===== config.mk =====
export PLATFORM = sky130hd
export DESIGN_NAME = fbsv_mul
export DESIGN_NICKNAME = d
export VERILOG_FILES = /design/src/rtl/core/fbsv_mul.sv
export SDC_FILE = /design/constraint.sdc
export NUM_CORES = 2
export LEC_CHECK = 0
export BUFFER_PORTS_ARGS = -buffer_cell sky130_fd_sc_hd__buf_2
export CAP_MARGIN = 20
export CORE_MARGIN = 2
export CORE_UTILIZATION = 30
export DETAILED_ROUTE_END_ITERATION = 6
export PLACE_DENSITY = 0.46
export SLEW_MARGIN = 20
export SYNTH_ARGS = -nofsm -noshare
export SYNTH_HDL_FRONTEND = slang
export SYNTH_SLANG_ARGS = --single-unit

===== constraint.sdc =====
create_clock -name clk -period 9.3 [get_ports clk]
set_input_delay 2.325 -clock clk [delete_from_list [all_inputs] [get_ports clk]]
set_output_delay 2.325 -clock clk [all_outputs]
set_load 0.02 [all_outputs]

===== src/rtl/core/fbsv_mul.sv =====
// Shared signed multiplier with a registered product, reused by the variance and decision steps of the sequencer.
// No dependencies.
module fbsv_mul #(
  parameter int MW = 25
) (
  input  logic                   clk,
  input  logic signed [MW-1:0]   a,
  input  logic signed [MW-1:0]   b,
  output logic signed [2*MW-1:0] p
);

  always_ff @(posedge clk) begin
    p <= a * b;
  end

endmodule


==> run summary <==
In this design, the stage delay of the slowest critical-path cell is 670 ps. After clock tree synthesis, the clock-pin slew on the worst setup and hold paths is 120 ps. The clock tree root driver cell was clkbuf_16. Buffers placed on the I/O ports in this run total 100.

Setup violations remaining at the end of the flow were counted as 0. In this run, the number of DRC markers left after iteration 0 of detailed routing was 742. The register with the most flip-flops in the final layout is p.

The tools report the category of the worst setup path launch point as a primary input. For the worst setup path, the data arrival time is 9230 ps. For the sequential standard cell area, the log shows 1000 um^2. The flow ran to the end, and the final reports show no timing, DRC or antenna violations. Measured along the x axis, the die boundary spans 287 um. For the first-pass iteration count of the detailed router, the log shows 5. Each instance of the synthesized netlist takes up on average 9.38 um^2. Counting instances in the post-synthesis netlist gives the leading cell types as 699 x inv_1, 658 x fa_1, 320 x and2_1, 308 x nand2_1, 141 x ha_1.

The run gives 108000 um as the global-route wire length before repair. The detail route stage leaves a number of antenna-violating nets equal to 0. Setup repair after global routing left no endpoint under its margin.

The critical path starts at b[1]. The tools report the normalized max-slew margin as 0.569. Traced cell by cell, the critical path runs through buf_2, nand2_1, inv_1, fa_1, inv_1, fa_1, inv_1, fa_1, fa_1, fa_1, fa_1, fa_1, ha_1, buf_4, nand4_1, a211oi_1, a21oi_1, buf_4, o41ai_2, o221ai_1, xnor2_1. The via-per-instance ratio works out to 4.41. For the count of fill cells added during filler insertion, the log shows 8326. The fraction of synthesis flops using an asynchronous set or reset pin works out to 0.

The class of the most critical hold timing path was primary input to flop. Counting stages on the worst path, the most repeated cell is fa_1. The tool flagged a number of max-cap violations equal to 0. The logs give 14 for the initial antenna violation count and 2 for the number of levels in the clock H-tree.

The logs give 0.112 GHz for the highest achievable clock rate and 24000 um^2 for the post-synthesis instance area. Across all layers, the routed design uses 16574 vias. TritonCTS built the clock tree. The fraction of synthesized cell area taken by the top area cell type was 0.548; the final HPWL from detailed placement was 60000 um.

Entering global routing, the biggest net connects 26 pins. For the finished layout, the period the worst path requires is 8960 ps. The slowest stage of the critical path belongs to the cell fa_1. The tree built by TritonCTS fans out to 50 sinks. In the post-synthesis netlist, the biggest area contributors are fa_1 55%, inv_1 11%, and2_1 8.3%. The kind of critical path was primary input to flop. The sequential share of the synthesized area is 0.0417, and the count of state elements after synthesis is 50. The floorplan core area was 79100 um^2; the highest net fanout along the worst path was 17.

Net count of the finished layout: 3556. The post-layout instance count excluding filler cells is 3761, and the total global routing overflow is 0. The logs give 0 for the number of hold buffers added after CTS and 0.304 for the starting density of the core.

Synthesis handed over a netlist of 2562 instances. Share of the clock period used by the worst path: 0.964. The cell accounting for the most synthesized area was fa_1. The final number of hold-violating endpoints is 0, and the detail-routed net length per standard cell is 17.9 um. The run gives 2 as the largest buffer count on any clock path.

In the final layout, the registers with the most flip-flops are p: 50 flops. In the synthesized netlist the dominant register cell turns out to be dfxtp_1. The termination of the worst setup path is p[49]. The number of nets handed over by synthesis was 3412.

The logs give 18922 for the via count of the first global-routing pass and 9570 ps for the data required time of the critical path. The tools report the number of warnings issued by yosys as 0. The run gives 0.338 as the utilization after layout.

Pin placement for this block handled 101 I/O pins. For the total clock buffers created by CTS, the log shows 5. The register with the most flip-flops in the layout has 50 of them. Count of final max-slew check failures: 0. The height of the die came out at 287 um. The capturing element type of the critical path is a flop.

The synthesized design contains 0 enable-type register cells. The run gives 48 as the distinct cell type count after synthesis. The global-route usage over all layers was 0.173; the post-CTS setup-driven buffer insertion count was 0. At the pin with the least slew margin, the transition time is 647 ps. The share of layout cells above drive strength 1 was 0.0950; the placed cell count was 3749.

Compared with the post-synthesis result, the final layout area differs by 11.3%. The congestion estimate from routability-driven global placement came to 0.819. In the final layout, the multi-input gates occupy 20000 um^2. Yosys instantiated no cell more often than inv_1.

The wire length reported by the detailed router came out at 67400 um. The die covers 82400 um^2. DRC violations left: 0. After floorplanning, the core was divided into 103 placement rows.
## area by class of cell
type / instances / share of cell area
Clock inverter: 2 / 0.00145
Timing Repair Buffer: 241 / 0.0597
Inverter: 699 / 0.0982
Tap cell: 1050 / 0.0491
Antenna cell: 5 / 0.000468
Multi-Input combinational cell: 1709 / 0.749
Clock buffer: 5 / 0.00468
Sequential cell: 50 / 0.0374
## worst min path at each step
stage	slack, ps	end	cells after the start	from
3_3_place_gp	2740	p[4]	1	p[4]
3_5_place_dp	2740	p[42]	1	p[42]
4_1_cts	2500	p[0]	2	b[0]
2_1_floorplan	2450	p[0]	1	a[0]
6_report	2510	p[0]	2	b[0]
5_1_grt	2520	p[0]	2	b[0]
## cells in the final DEF, fill, tap and decap left out, types with 2 or more instances in the layout
cell type	count
nand3_1	6
a21boi_0	2
fa_1	658
dfxtp_1	50
o21bai_1	7
xnor2_1	39
a21o_1	22
nor2_1	30
diode_2	5
nor3_1	6
o21a_1	5
nor2b_1	21
nand2_1	308
and3_1	2
and2_1	320
a211oi_1	3
ha_1	141
or3_1	2
o21ai_1	7
buf_4	138
a31oi_1	2
a21oi_1	43
o21ai_0	19
buf_2	100
nand4_1	8
buf_12	3
a41oi_1	2
nand2b_1	11
xor2_1	19
o41ai_1	3
clkbuf_16	5
inv_1	699
a211o_1	3
## layer usage
metal,vias up,wire [um],global-route usage
li1,7554,-,-
met1,8644,27100,0.209
met2,277,35900,0.319
met3,89,2390,0.0232
met4,10,1940,0.0504
met5,-,57,0
## logic make-up after synthesis
logic type | Yosys count | synth area share
fa+ha+maj | 799 | 0.622
compound gates | 137 | 0.0394
mux | 1 | 0.000469
buf+inv | 803 | 0.125
simple gates | 714 | 0.150
xor+xnor | 58 | 0.0211
flops | 50 | 0.0417
## through the flow
stage          setup TNS, ps  hold slack [ps]  setup slack [ps]  instance area [um^2]
3_5_place_dp            -392             2740              -136                 26500
3_3_place_gp            -360             2740              -102                 26500
2_1_floorplan              0             2450               356                 24000
6_report                   0             2510               336                 26700
5_1_grt                    0             2520              8.65                 26700
4_1_cts                    0             2500               231                 26700
## what timing repair did
action | in CTS | in global routing
endpoints found under the hold margin | 0 | 0
setup endpoints to repair | 0 | 1
gates resized for setup | 0 | 1
## worst max-delay path: cells and delay by family
kind	cells	cell delay [ps]
fa+ha+maj	8	4080
compound gates	4	1310
buf+inv	6	950
simple gates	2	390
xor+xnor	1	170
Power is left out: the tool's default activity adds up to more than one toggle a clock period on the data nets, which glitch-free logic cannot reach.
