File: src/rtl/core/fbsv_ram.sv
// Generic simple dual-port RAM: one write port, one read port with registered data.
// No dependencies.
module fbsv_ram #(
  parameter int WIDTH = 16,
  parameter int DEPTH = 64
) (
  input  logic                     clk,
  input  logic                     we,
  input  logic [$clog2(DEPTH)-1:0] waddr,
  input  logic [WIDTH-1:0]         wdata,
  input  logic [$clog2(DEPTH)-1:0] raddr,
  output logic [WIDTH-1:0]         rdata
);

  logic [WIDTH-1:0] mem [DEPTH];

  always_ff @(posedge clk) begin
    if (we) begin
      mem[waddr] <= wdata;
    end
    rdata <= mem[raddr];
  end

endmodule

File: config.mk
export PLATFORM = sky130hd
export DESIGN_NAME = fbsv_ram
export DESIGN_NICKNAME = d
export VERILOG_FILES = /design/src/rtl/core/fbsv_ram.sv
export SDC_FILE = /design/constraint.sdc
export NUM_CORES = 1
export LEC_CHECK = 0
export BUFFER_PORTS_ARGS = -buffer_cell sky130_fd_sc_hd__clkbuf_2
export CAP_MARGIN = 20
export CORE_MARGIN = 2
export CORE_UTILIZATION = 63
export DETAILED_ROUTE_END_ITERATION = 10
export GPL_TIMING_DRIVEN = 0
export PLACE_DENSITY = 0.78
export REMOVE_ABC_BUFFERS = 1
export SYNTH_ARGS = -nofsm -noshare
export SYNTH_HDL_FRONTEND = slang
export SYNTH_SLANG_ARGS = --single-unit
File: constraint.sdc
create_clock -name clk -period 2.6 [get_ports clk]
set_clock_uncertainty 0.2 [all_clocks]
set_input_delay 0.13 -clock clk [delete_from_list [all_inputs] [get_ports clk]]
set_output_delay 0.13 -clock clk [all_outputs]
set_load 0.05 [all_outputs]
==> impl_metrics.py <==
metrics = {
    "placed_design": {
        "routabilityCongestion": 0.883,
        "pre_cts_ws_ns": -1.03,
        "hpwl_um": 54400,
        "place.port_buffers": 45,
        "dpl_cell_area_mm2": 0.0420,
        "placedCellCount": 2683,
    },
    "cts": {
        "cts_buffers": 98,
        "clock_latency_ns": 0.66,
        "clk_path_buf_depth": 3,
        "cts_tree": "built",
        "root_buffer": "clkbuf_16",
        "h-tree-depth": 3,
        "clock-sinks": 1040,
        "post_cts_buffers": 0,
        "clk_pin_slew_worst_paths_ns": 0.06,
    },
    "finish": {
        "finalNetCount": 1989,
        "n_fill_cell": 3433,
        "layoutNonFillerInstCount": 2886,
        "final_cell_area_mm2": 0.0456,
        "syn2layout_area_growth_pct": 13.9,
        "layout_commonest_cell": "edfxtp_1",
        "final_cell_mix": "edfxtp_1 (1024), mux4_2 (220), clkbuf_16 (100)",
        "drive_above_1_share": 0.291,
    },
    "yosys": {
        "ys_seq_elements": 1040,
        "syn-instance-count": 1829,
        "synth-async-reset-ratio": 0,
        "yosysSeqAreaShare": 0.776,
        "synth.avg_cell_area_um2": 21.9,
        "synth_flop_cell": "edfxtp_1",
        "yosys_warnings": 0,
        "netlist_area_mm2": 0.0400,
        "synth_edf_count": 1024,
        "yosysUniqueCellTypes": 43,
    },
    "global_routing": {
        "antenna_found_initial": 4,
        "grt_pass1_vias": 19600,
        "grt_pass1_wl_um": 135000,
        "grt_max_degree": 77,
        "grt_overflow": 0,
        "grt_util_all_layers": 0.291,
    },
    "worst_setup_path": {
        "slowest_delay_ns": 0.41,
        "worstSetupStartpoint": "raddr[2]",
        "worstSetupPathType": "in2reg",
        "r2r_cells": 5,
        "required_ns": 2.91,
        "worstReg2RegStart": "mem[7][4]",
        "crit_top_cell": "buf_16",
        "cp-start-kind": "primary input",
        "arrival_ns": 2.87,
        "worstPathCellList": "clkbuf_8, buf_16, buf_16, mux4_2, mux2i_1, a22oi_1, a31oi_2, a311oi_1",
        "endpoint_kind": "register",
        "crit_slowest_cell": "a31oi_2",
        "crit_end": "rdata[4]",
        "crit_fanout": 69,
        "r2r_end": "rdata[4]",
        "reg2reg_slack_ns": 0.26,
    },
    "sta": {
        "hold_viol": 0,
        "min_period_ns": 2.57,
        "setup_ws_ns": 0.0339,
        "tightestPinTransition_ns": 1.12,
        "setup_viol": 0,
        "post-route-period-util": 0.987,
        "setup_tns_ns": 0,
        "timing.fmax_mhz": 390,
        "slew_violations": 0,
        "slew_headroom": 0.250,
        "grt_setup_unrepaired": "false",
    },
    "floorplan": {
        "io-pin-count": 46,
        "die_x_um": 256,
        "num_rows": 92,
        "core_mm2": 0.0630,
        "start_util": 0.636,
        "fp.dieH_um": 256,
        "die_area_mm2": 0.0656,
    },
    "pwr": {
        "peakVddDrop_uv": 664,
        "power.density_mw_per_mm2": 764,
        "p_leak_nw": 14.4,
    },
    "hold_path": {
        "worstHoldPathType": "in2reg",
        "hold-path-cell-count": 1,
    },
    "routing": {
        "num_vias": 19800,
        "drt-initial-drc-count": 2659,
        "first_pass_iters": 6,
        "drcViolationCount": 0,
        "wirelength_um": 94400,
        "wl_per_cell_um": 32.7,
        "routed_via_density": 6.87,
        "ant_nets": 0,
    },
    "flow_run": {
        "drv_cap": 0,
    },
    "run_status": {
        "status": "finished clean",
    },
}
==> Yosys cell counts (all sizes together) (5+ instances only) <==
library cell,n,share of area
a22oi,39,0.0073
a221oi,16,0.0035
nor2,74,0.0071
clkbuf,27,0.0027
a211o,8,0.0017
nand2,60,0.0058
mux4,224,0.13
a21oi,17,0.0021
o21ai,8,0.0010
a31oi,8,0.0012
a211oi,8,0.0015
mux2,27,0.0076
and4,5,0.0011
buf,77,0.016
nand4,12,0.0019
a311oi,8,0.0017
dfxtp,16,0.0080
a221o,6,0.0015
nand3,24,0.0030
edfxtp,1024,0.77
nor2b,30,0.0047
a41oi,5,0.0011
a22o,6,0.0013
mux2i,85,0.021
==> layout make-up <==
class | instances | area [µm²] | share of cell area
diodes | 2 | 5.00 | 0.000110
clock buffers | 129 | 2650 | 0.0581
clock inverters | 50 | 542 | 0.0119
multi-input cells | 685 | 8510 | 0.187
flip-flops and latches | 1040 | 31100 | 0.681
well taps | 846 | 1060 | 0.0232
repair buffers | 134 | 1760 | 0.0385
==> registers in the layout, summed over array words and instances (netlist names) <==
name   flops
mem     1024
rdata     16
==> power by group <==
part	switching (mW)	internal, mW
registers	0.0424	18.6
logic	1.28	0.700
clock network	6.00	8.25
total	7.32	27.5
==> through the flow <==
stage	utilization	power (mW)	hold WS (ns)
2_1_floorplan	-	19.8	0.0289
3_3_place_gp	0.645	20.9	0.434
3_5_place_dp	0.666	20.8	0.429
4_1_cts	0.722	34.9	0.00633
5_1_grt	0.724	35.6	0.0272
6_report	0.724	34.8	0.0161
==> cell families (layout without fill, tap and decap cells) <==
| logic type | Yosys count | in the layout | synth area share |
|---|---|---|---|
| flops | 1040 | 1040 | 0.776 |
| mux | 336 | 336 | 0.155 |
| simple gates | 220 | 220 | 0.0265 |
| compound gates | 129 | 129 | 0.0241 |
| buf+inv | 104 | 313 | 0.0183 |
| other cells | 0 | 2 | 0 |
==> critical path, delay by kind of cell <==
family	cells	cell delay, ns
AOI/OAI and AO/OA	3	0.79
buffers and inverters	3	1.04
muxes	2	0.73
==> per-layer routing <==
| layer | part of all wire | wire length [µm] | track usage |
|---|---|---|---|
| met5 | 0.00011 | 10 | 0 |
| met4 | 0.044 | 4110 | 0.114 |
| met3 | 0.11 | 10300 | 0.0614 |
| met2 | 0.49 | 46400 | 0.466 |
| met1 | 0.36 | 33600 | 0.399 |
==> what timing repair did <==
item | CTS | global route
resized for setup | 6 | 12
endpoints found under the hold margin | 236 | 16
hold buffers | 13 | 2
endpoints found under the setup margin | 14 | 9
cloned | 4 | 1
==> how the worst min path moves through the flow <==
stage	from	slack, ns	endpoint
finish	wdata[4]	0.02	mem[1][4]
global route	wdata[4]	0.03	mem[4][4]
CTS	wdata[4]	0.006	mem[4][4]
detailed placement	rdata[8]	0.43	rdata[8]
global placement	rdata[5]	0.43	rdata[5]
floorplan	wdata[0]	0.03	mem[0][0]
Power figures use the tool's default switching activity.
